`src/extremum_limiting_line_filter_assert.svh`:
```
// assertion macros for the extremum limiting line filter rtl
// no dependencies; included by the top level, which carries the concurrent checks
`ifndef EXTREMUM_LIMITING_LINE_FILTER_ASSERT_SVH
`define EXTREMUM_LIMITING_LINE_FILTER_ASSERT_SVH

// same-cycle implication, disabled while reset is asserted
`define ELF_ASSERT_NOW(label, clk, rst_n, ante, cons, msg) \
	label: assert property (@(posedge clk) disable iff (!rst_n) (ante) |-> (cons)) \
		else $error(msg);

// next-cycle implication, disabled while reset is asserted
`define ELF_ASSERT_NEXT(label, clk, rst_n, ante, cons, msg) \
	label: assert property (@(posedge clk) disable iff (!rst_n) (ante) |=> (cons)) \
		else $error(msg);

`endif

```
`src/elf_pkg.sv`:
```
`timescale 1ns / 1ps
// shared widths, types and codes for the extremum limiting line filter
// no dependencies; imported by every module of the block
package elf_pkg;

	localparam int SAMPLE_WIDTH     = 32;
	localparam int WEIGHT_WIDTH     = 16;
	localparam int WEIGHT_FRAC_BITS = 15;
	localparam logic [WEIGHT_WIDTH-1:0] WEIGHT_RESET = 16'd32768;

	// exact neighbour difference, weighted product, amount and adjusted sum
	localparam int DIFF_W = SAMPLE_WIDTH + 1;
	localparam int PROD_W = DIFF_W + WEIGHT_WIDTH + 1;
	localparam int AMT_W  = PROD_W - WEIGHT_FRAC_BITS;
	localparam int SUM_W  = AMT_W + 1;

	// held sample count codes
	localparam logic [1:0] HELD_NONE = 2'd0;
	localparam logic [1:0] HELD_ONE  = 2'd1;
	localparam logic [1:0] HELD_TWO  = 2'd2;

	// result queue
	localparam int Q_DEPTH  = 4;
	localparam int Q_PTR_W  = 2;
	localparam int Q_CNT_W  = 3;
	localparam int PUSH_MAX = 3;
	localparam int PUSH_W   = 2;

	typedef logic signed [SAMPLE_WIDTH-1:0] sample_t;
	typedef logic [WEIGHT_WIDTH-1:0] weight_t;

	typedef struct packed {
		sample_t value;
		logic    last;
	} result_t;

	typedef struct packed {
		logic [PUSH_W-1:0]      count;
		result_t [PUSH_MAX-1:0] item;
	} push_t;

	typedef struct packed {
		logic [1:0] held_cnt;
		sample_t    left;
		sample_t    mid;
	} hold_t;

endpackage

```
`src/elf_core.sv`:
```
`timescale 1ns / 1ps
// limiter datapath: extremum test, weighted amount, saturation, result release
// depends on elf_pkg
module elf_core (
	input  elf_pkg::hold_t   hold,
	input  elf_pkg::sample_t x,
	input  logic             fin,
	input  elf_pkg::weight_t weight,
	output elf_pkg::hold_t   hold_nxt,
	output elf_pkg::push_t   push
);
	import elf_pkg::*;

	function automatic sample_t sat_sample(input logic signed [SUM_W-1:0] v);
		logic signed [SUM_W-1:0] hi;
		logic signed [SUM_W-1:0] lo;
		hi = SUM_W'($signed({1'b0, {(SAMPLE_WIDTH-1){1'b1}}}));
		lo = ~hi;
		if (v > hi) begin
			return sample_t'({1'b0, {(SAMPLE_WIDTH-1){1'b1}}});
		end else if (v < lo) begin
			return sample_t'({1'b1, {(SAMPLE_WIDTH-1){1'b0}}});
		end
		return sample_t'(v[SAMPLE_WIDTH-1:0]);
	endfunction

	logic signed [DIFF_W-1:0] dp, dm, d_big, d_small;
	logic [DIFF_W-1:0]        mag_dp, mag_dm;
	logic                     extremum, plus_big;
	logic signed [WEIGHT_WIDTH:0] w_s;
	logic signed [PROD_W-1:0] prod_big, prod_small;
	logic signed [AMT_W-1:0]  ep, em, e;
	logic [AMT_W-1:0]         mag_ep, mag_em;
	sample_t                  side, side_adj, mid_adj;
	sample_t                  left2, mid2, x2;

	assign dp = DIFF_W'(x) - DIFF_W'(hold.mid);
	assign dm = DIFF_W'(hold.left) - DIFF_W'(hold.mid);
	assign extremum = (dp != '0) && (dm != '0) && (dp[DIFF_W-1] == dm[DIFF_W-1]);
	assign mag_dp = dp[DIFF_W-1] ? DIFF_W'(-dp) : DIFF_W'(dp);
	assign mag_dm = dm[DIFF_W-1] ? DIFF_W'(-dm) : DIFF_W'(dm);
	// equal magnitudes put the big side on the left neighbour
	assign plus_big = mag_dp > mag_dm;
	assign d_big    = plus_big ? dp : dm;
	assign d_small  = plus_big ? dm : dp;

	assign w_s        = $signed({1'b0, weight});
	assign prod_big   = PROD_W'(w_s) * PROD_W'(d_big);
	assign prod_small = PROD_W'(w_s) * PROD_W'(d_small);
	// half of the big difference costs one more bit of shift
	assign ep = AMT_W'(prod_big >>> (WEIGHT_FRAC_BITS + 1));
	assign em = AMT_W'(prod_small >>> WEIGHT_FRAC_BITS);
	assign mag_ep = ep[AMT_W-1] ? AMT_W'(-ep) : AMT_W'(ep);
	assign mag_em = em[AMT_W-1] ? AMT_W'(-em) : AMT_W'(em);
	assign e = (mag_ep < mag_em) ? ep : em;

	assign side     = plus_big ? x : hold.left;
	assign side_adj = sat_sample(SUM_W'(side) - SUM_W'(e));
	assign mid_adj  = sat_sample(SUM_W'(hold.mid) + SUM_W'(e));

	assign left2 = (extremum && !plus_big) ? side_adj : hold.left;
	assign x2    = (extremum && plus_big) ? side_adj : x;
	assign mid2  = extremum ? mid_adj : hold.mid;

	always_comb begin
		hold_nxt   = hold;
		push       = '0;
		unique case (hold.held_cnt)
			HELD_NONE: begin
				if (fin) begin
					push.count   = PUSH_W'(1);
					push.item[0] = '{value: x, last: 1'b1};
				end else begin
					hold_nxt.mid      = x;
					hold_nxt.held_cnt = HELD_ONE;
				end
			end
			HELD_ONE: begin
				if (fin) begin
					push.count        = PUSH_W'(2);
					push.item[0]      = '{value: hold.mid, last: 1'b0};
					push.item[1]      = '{value: x, last: 1'b1};
					hold_nxt.held_cnt = HELD_NONE;
				end else begin
					hold_nxt.left     = hold.mid;
					hold_nxt.mid      = x;
					hold_nxt.held_cnt = HELD_TWO;
				end
			end
			HELD_TWO: begin
				push.item[0] = '{value: left2, last: 1'b0};
				if (fin) begin
					push.count        = PUSH_W'(3);
					push.item[1]      = '{value: mid2, last: 1'b0};
					push.item[2]      = '{value: x2, last: 1'b1};
					hold_nxt.held_cnt = HELD_NONE;
				end else begin
					push.count    = PUSH_W'(1);
					hold_nxt.left = mid2;
					hold_nxt.mid  = x2;
				end
			end
			default: begin
				hold_nxt.held_cnt = HELD_NONE;
			end
		endcase
	end

endmodule

```
`src/elf_outq.sv`:
```
`timescale 1ns / 1ps
// result queue: takes up to three results per cycle, hands out one per cycle while head_ready is high
// depends on elf_pkg
module elf_outq (
	input  logic             clk,
	input  logic             arst_n,
	input  elf_pkg::push_t   push,
	output logic             room,
	output elf_pkg::result_t head,
	output logic             head_valid,
	input  logic             head_ready
);
	import elf_pkg::*;

	result_t              q_mem_q [Q_DEPTH];
	logic [Q_PTR_W-1:0]   wr_ptr_q, rd_ptr_q;
	logic [Q_CNT_W-1:0]   occ_q;
	logic                 pop;

	assign head_valid = occ_q != '0;
	assign head       = q_mem_q[rd_ptr_q];
	assign pop        = head_valid && head_ready;
	assign room       = occ_q <= Q_CNT_W'(Q_DEPTH - PUSH_MAX);

	always_ff @(posedge clk or negedge arst_n) begin
		if (!arst_n) begin
			wr_ptr_q <= '0;
			rd_ptr_q <= '0;
			occ_q    <= '0;
		end else begin
			wr_ptr_q <= wr_ptr_q + Q_PTR_W'(push.count);
			if (pop) begin
				rd_ptr_q <= rd_ptr_q + Q_PTR_W'(1);
			end
			occ_q <= occ_q + Q_CNT_W'(push.count) - Q_CNT_W'(pop);
		end
	end

	always_ff @(posedge clk) begin
		for (int k = 0; k < PUSH_MAX; k++) begin
			if (k < int'(push.count)) begin
				q_mem_q[wr_ptr_q + Q_PTR_W'(k)] <= push.item[k];
			end
		end
	end

endmodule

```
`src/extremum_limiting_line_filter.sv`:
```
`timescale 1ns / 1ps
// top level of the extremum limiting line filter: input stage, hold state, weight register
// depends on elf_pkg, elf_core, elf_outq and extremum_limiting_line_filter_assert.svh
//
// the limiter math is one pass from the input register to the queue, which registers the results
// throughput: one sample per cycle while the queue has room
// a last sample releases up to three results that drain one per cycle with m_axis open;
//   the next line waits until the four-entry queue holds at most one result
// reset: weight returns to 32768 (1.0), nothing is held, the queue is empty
`include "extremum_limiting_line_filter_assert.svh"
module extremum_limiting_line_filter (
	input  logic                       clk,
	input  logic                       arst_n,
	// input sample stream
	input  logic                       s_axis_tvalid,
	output logic                       s_axis_tready,
	input  logic [31:0]                s_axis_tdata,  // [31:0] sample
	input  logic                       s_axis_tlast,  // last sample of the line
	// filtered sample stream
	output logic                       m_axis_tvalid,
	input  logic                       m_axis_tready,
	output logic [31:0]                m_axis_tdata,  // [31:0] filtered
	output logic                       m_axis_tlast,  // last_out
	// weight register write
	input  logic                       cfg_valid,
	output logic                       cfg_ready,
	input  logic [elf_pkg::WEIGHT_WIDTH-1:0] cfg_data
);
	import elf_pkg::*;

	// filter strength, unsigned q1.15
	weight_t weight_q;

	// input stage
	logic    valid_s1_q;
	sample_t sample_s1;
	logic    last_s1;

	// held window: count is control, samples are payload
	logic [1:0] held_cnt_q;
	sample_t    left_q, mid_q;

	hold_t   hold, hold_nxt;
	push_t   push_raw, push;
	result_t head;
	logic    room, adv;

	// the staged item goes through once the queue can take a full flush
	assign adv           = valid_s1_q && room;
	assign s_axis_tready = !valid_s1_q || adv;
	assign cfg_ready     = 1'b1;

	always_ff @(posedge clk or negedge arst_n) begin
		if (!arst_n) begin
			weight_q <= WEIGHT_RESET;
		end else if (cfg_valid) begin
			weight_q <= cfg_data;
		end
	end

	always_ff @(posedge clk or negedge arst_n) begin
		if (!arst_n) begin
			valid_s1_q <= 1'b0;
			held_cnt_q <= HELD_NONE;
		end else begin
			if (s_axis_tvalid && s_axis_tready) begin
				valid_s1_q <= 1'b1;
			end else if (adv) begin
				valid_s1_q <= 1'b0;
			end
			if (adv) begin
				held_cnt_q <= hold_nxt.held_cnt;
			end
		end
	end

	always_ff @(posedge clk) begin
		if (s_axis_tvalid && s_axis_tready) begin
			sample_s1 <= sample_t'(s_axis_tdata);
			last_s1   <= s_axis_tlast;
		end
		if (adv) begin
			left_q <= hold_nxt.left;
			mid_q  <= hold_nxt.mid;
		end
	end

	assign hold = '{held_cnt: held_cnt_q, left: left_q, mid: mid_q};

	elf_core u_core (
		.hold     (hold),
		.x        (sample_s1),
		.fin      (last_s1),
		.weight   (weight_q),
		.hold_nxt (hold_nxt),
		.push     (push_raw)
	);

	// nothing enters the queue unless the staged item really moves on
	always_comb begin
		push = push_raw;
		if (!adv) begin
			push.count = '0;
		end
	end

	elf_outq u_outq (
		.clk        (clk),
		.arst_n     (arst_n),
		.push       (push),
		.room       (room),
		.head       (head),
		.head_valid (m_axis_tvalid),
		.head_ready (m_axis_tready)
	);

	assign m_axis_tdata = head.value;
	assign m_axis_tlast = head.last;

	// a stalled staged item keeps its sample
	`ELF_ASSERT_NEXT(a_stall_holds, clk, arst_n, valid_s1_q && !adv, valid_s1_q && $stable(sample_s1), "staged item lost while stalled")
	// only a line end releases three results
	`ELF_ASSERT_NOW(a_flush_on_last, clk, arst_n, push.count == PUSH_W'(PUSH_MAX), last_s1, "three results without last")
	// a line end leaves nothing held
	`ELF_ASSERT_NEXT(a_flush_empties, clk, arst_n, adv && last_s1, held_cnt_q == HELD_NONE, "samples held after line end")
	// a released result is offered on the next cycle
	`ELF_ASSERT_NEXT(a_push_shows, clk, arst_n, push.count != '0, m_axis_tvalid, "released result not offered")

endmodule
```
`config.mk`:
```
export PLATFORM = sky130hd
export DESIGN_NAME = extremum_limiting_line_filter
export DESIGN_NICKNAME = d
export VERILOG_FILES = /design/src/elf_pkg.sv /design/src/elf_core.sv /design/src/elf_outq.sv /design/src/extremum_limiting_line_filter.sv
export VERILOG_INCLUDE_DIRS = /design/src /design/src/src
export SDC_FILE = /design/constraint.sdc
export NUM_CORES = 2
export LEC_CHECK = 0
export ABC_AREA = 1
export BUFFER_PORTS_ARGS = -buffer_cell sky130_fd_sc_hd__buf_2
export CORE_ASPECT_RATIO = 1.75
export CORE_UTILIZATION = 60
export CTS_BUF_LIST = sky130_fd_sc_hd__clkbuf_4 sky130_fd_sc_hd__clkbuf_8
export CTS_CLUSTER_SIZE = 40
export DETAILED_ROUTE_END_ITERATION = 6
export GPL_TIMING_DRIVEN = 0
export PLACE_DENSITY_LB_ADDON = 0.12
export SYNTH_ARGS = -nofsm -noshare
export SYNTH_HDL_FRONTEND = slang
export SYNTH_SLANG_ARGS = --single-unit
```
`constraint.sdc`:
```
create_clock -name clk -period 19.7 [get_ports clk]
set_input_delay 3.94 -clock clk [delete_from_list [all_inputs] [get_ports clk]]
set_output_delay 3.94 -clock clk [all_outputs]
set_load 0.02 [all_outputs]
```
==> results.md, run 1 <==
* Largest net degree at the start of global routing at 27
* GPL Wtd Cong at 1.24
* Most used flip-flop cell after synthesis: edfxtp_1
* Seq cells post-synth at ~260
* Total grt overflow at about 260
* Part of the Yosys area used for sequential elements at around 11%
* Vias in the first global route at roughly 80000
* Die Span X at approximately 260 microns
* Stop Error: [ERROR GRT-0116] Global routing finished with congestion. Check the congestion regions in the DRC Viewer.
* Synth top area share at between 20% and 30%
* Yosys warning total at 0
* Total GRT Usage at around 65%
* Global-route wire length before repair at between 500000 and 600000 microns
* Synth Area per Inst at 6.95 sq um
* Mapped Nets at 11300
* Status: stopped before the end
* Num CTS Buffers at roughly 40
* Num rows at roughly 160
* Root Driver: clkbuf_8
* Port bufs at 88
* Post-DP HPWL at around 270000 microns
* Yosys cell types at 58
* Stop stage: global routing (5_1_grt)
* Cell count after synthesis at approximately 9800
* CTS sink cnt at between 200 and 300
* Top Ports at 90
* Top cells by count, synth: nand2_1, inv_1, nor2_1
* Area contributors post-synth: fa_1, nand2_1, inv_1, edfxtp_1, ha_1
* Clk buf depth at 3
* Post-Syn Area at 68400 sq um
* Most common cell in the synthesized netlist: nand2_1
* Initial Util at roughly 60%
* Hold Buf Count CTS at 0
* Post-synth EDFFs at 229
* Htree depth at 2
* Async SR Flop Fraction at between 10% and 20%
* Die Height at about 450 microns
* Top cell type by total area after synthesis: fa_1
-- per-layer routing --
layer / GRT overflow / global-route usage (%)
met5: 0 / 4.63
met4: 125 / 75.3
met3: 2 / 36.5
met2: 128 / 92.6
met1: 0 / 60.4
-- per-stage QoR --
| stage | utilization, % | instance area, sq um | setup WS [ns] | std cells | setup TNS [ns] |
|---|---|---|---|---|---|
| after floorplan | - | 68400 | 4.63 | 9834 | 0 |
| after global placement | 62.7 | 70700 | -4.03 | 11400 | -704.02 |
| after detailed placement | 63.1 | 71200 | -4.00 | 11400 | -701.80 |
| after CTS | 64.8 | 73100 | 0.000663 | 11500 | 0 |
-- kinds of logic after synthesis --
logic type	after synthesis	share of synthesized area, %
AO/OA/AOI/OAI	1116	9.30
XOR/XNOR	256	3.36
adder cells (fa/ha/maj)	1454	37.7
buffers and inverters	2463	13.7
flip-flops	255	11.0
multiplexers	1	0.0146
other	2	0.0110
AND/OR/NAND/NOR	4287	25.0
-- what timing repair did --
| action | in CTS |
|---|---|
| buffers inserted | 35 |
| cloned | 0 |
| resized for setup | 209 |
| endpoints found under the setup margin | 192 |
| pin swaps | 6 |
==> run 2: changes to the inputs <==
Settings changed: CORE_ASPECT_RATIO 1.75 to not set, CORE_UTILIZATION 60 to 40, CTS_BUF_LIST sky130_fd_sc_hd__clkbuf_4 sky130_fd_sc_hd__clkbuf_8 to not set, CTS_CLUSTER_SIZE 40 to not set, PLACE_DENSITY_LB_ADDON 0.12 to 0.15.
==> run 2 against run 1 <==
Effect of this change: the flow now finishes, with violations (capacitance limit, slew limit); synthesized cell count did not move; synthesized area did not move.
==> results.md, run 2 <==
* Die Span X at 415 microns (+62%)
* Num CTS Buffers at 29 (-29%)
* Required @ worst endpoint at 20.04 ns
* Die area at around 170000 sq um
* Yosys cell types at 58 (unchanged)
* Most used cell, CP: nand2_1
* Hold Vio Cnt, Final at 0
* Port bufs at 88 (unchanged)
* HP Class: reg2reg
* Clk buf depth at 3 (unchanged)
* Top Ports at 90 (unchanged)
* Global-route wire length before repair at between 400000 and 500000 microns
* Antenna Violating Nets Remaining at 0
* Reg clk slew, reported paths at 0.07 ns
* Final clock skew at 0.0743 ns
* Htree depth at 1 (-1)
* CTS sink cnt at 255 (unchanged)
* Initial Util at 40.3% (-20 points)
* Post-Syn Area at 68400 sq um (unchanged)
* Placed insts at 12200 (+6.5%)
* Hold Buf Count CTS at 0 (unchanged)
* Most common cell in the synthesized netlist: nand2_1
* DRC viols at 0
* DR pass1 iterations at 6
* Crit path kind: reg2reg
* Filler cells at approximately 18000
* CTS tree: done
* Post-DP HPWL at 263000 microns (-1.1%)
* Seq cells post-synth at 255 (unchanged)
* Largest net degree at the start of global routing at 27
* Synth top area share at 29.5% (unchanged)
* Commonest non-fill, non-tap cells in the layout: nand2_1, inv_1, nor2_1
* Nets@finish at 11600
* Commonest non-fill, non-tap cell in the layout: nand2_1
* Layout cell share with drive strength beyond 1 at between 7 and 8%
* Pre-CTS setup slack at -3.12 ns (+0.881 ns)
* Slew headroom at -5.58%
* Failing checks: capacitance limit, slew limit
* Final period util at a little over nine tenths
* Via Count at 67300
* Setup WS post-layout at 0.586 ns
* Top cells by count, synth: nand2_1, inv_1, nor2_1
* Min Hold Slack at about 0.53 ns
* Most used flip-flop cell after synthesis: edfxtp_1
* Area delta synth->final at 11.4%
* Post-synth EDFFs at 229 (unchanged)
* CP endpoint kind: register
* CP startpoint kind: register
* Status: finished with violations
* Die Height at 415 microns (-7.4%)
* Mapped Nets at 11300 (unchanged)
* Tightest Pin Transition at around 1.6 ns
* Root Driver: clkbuf_16
* Wirelength per Cell at about 25 microns
* Clock latency on the worst-skew pair at about 0.67 ns
* Max-cap violation count at 1
* Num rows at 151 (-7.4%)
* Area contributors post-synth: fa_1, nand2_1, inv_1, edfxtp_1, ha_1
* Core ar. at between 150000 and 200000 sq um
* Setup tns final at 0 ns
* Total grt overflow at 0
* Fin. max-slew vios at 11
* Synth Area per Inst at 6.95 sq um (unchanged)
* DR iter-0 viols at ~7700
* Final Critical Period at around 19 ns
* Max FO, Critical Path at 10
* Vias in the first global route at between 60000 and 70000
* Non-Filler Instances at approximately 12000
* Top reg by flops: u_outq.q_mem_q
* Max reg flops at around 130
* Slowest stage cell, crit path: edfxtp_1
* Crit-path max cell delay at about 0.63 ns
* DRT Wirelength at 308000 microns
* GPL Wtd Cong at 1.03 (-17%)
* Part of the Yosys area used for sequential elements at 11.0% (unchanged)
* Critical Path AT at just under 20 ns
* Total GRT Usage at 35.3%
* Top cell type by total area after synthesis: fa_1
* Count of final setup violators at 0
* Vias per std cell at roughly 5.5
* Async SR Flop Fraction at 10.2% (unchanged)
* Initial antenna violation count at 14
* Fmax at 52.3 MHz
* Cell count after synthesis at 9834 (unchanged)
* Yosys warning total at 0 (unchanged)
run 2: cell counts after synthesis:
No cell type changed its count.
run 2: cell type report:
| type | instances | area [sq um] | share of cell area (%) |
|---|---|---|---|
| antenna | 4 | 10.0 | 0.0131 |
| buffer | 301 | 1310 | 1.72 |
| clock buffer | 30 | 729 | 0.957 |
| clock inverter | 24 | 310 | 0.407 |
| inverter | 2139 | 8130 | 10.7 |
| multi-input combinational | 7116 | 53300 | 69.9 |
| sequential | 255 | 7530 | 9.88 |
| tap | 2218 | 2780 | 3.64 |
| timing repair buffer | 249 | 2110 | 2.77 |
run 2: kinds of logic after synthesis:
group | share of synthesized area [%]
AO/OA/AOI/OAI | 9.30
multiplexers | 0.0146
XOR/XNOR | 3.36
adder cells (fa/ha/maj) | 37.7
other | 0.0110
flip-flops | 11.0
AND/OR/NAND/NOR | 25.0
buffers and inverters | 13.7
run 2: worst paths after layout:
path / from / to / slack [ns] / cells after the start
max in group asynchronous: arst_n / u_outq.wr_ptr_q[1] / 15.59 / 1
setup reg to reg: mid_q[17] / u_outq.q_mem_q[0][8] / 0.59 / 96
setup / recovery: mid_q[17] / u_outq.q_mem_q[0][8] / 0.59 / 96
min in group asynchronous: arst_n / held_cnt_q[1] / 3.45 / 1
hold reg to reg: u_outq.occ_q[1] / valid_s1_q / 0.53 / 2
hold / removal: u_outq.occ_q[1] / valid_s1_q / 0.53 / 2
run 2: worst max-delay path: cells and delay by family (launching register included):
family                     cells  cell delay (ns)
and+or+nand+nor               48             6.30
AOI/OAI and AO/OA             14             3.31
DFF                            1             0.63
buffers and inverters         20             3.24
adders and majority gates     12             4.89
xor gates and xnor gates       2             0.33
run 2: what timing repair did:
| action | 4_1_cts | 5_1_grt |
|---|---|---|
| resized for setup | 190 | 282 |
| buffers inserted | 21 | 106 |
| endpoints found under the setup margin | 192 | 192 |
| pin swaps | 8 | 30 |
run 2: per-stage QoR:
stage | area, sq um | util, %
3_3_place_gp | 71600 | 42.2
2_1_floorplan | 68400 | -
6_report | 76200 | 44.9
5_1_grt | 76200 | 44.9
4_1_cts | 74200 | 43.7
3_5_place_dp | 72100 | 42.5
run 2: routing by layer:
metal | GRT usage, % | vias up | wire, microns
met1 | 50.4 | 33200 | 133000
li1 | - | 30400 | -
met3 | 6.28 | 518 | 30600
met4 | 13.5 | 10 | 14400
met5 | 0 | - | 68
met2 | 52.8 | 3285 | 130000
Power of run 2 is not shown: default switching activity piles up to over one toggle a cycle in this logic, so the estimate is an artifact.
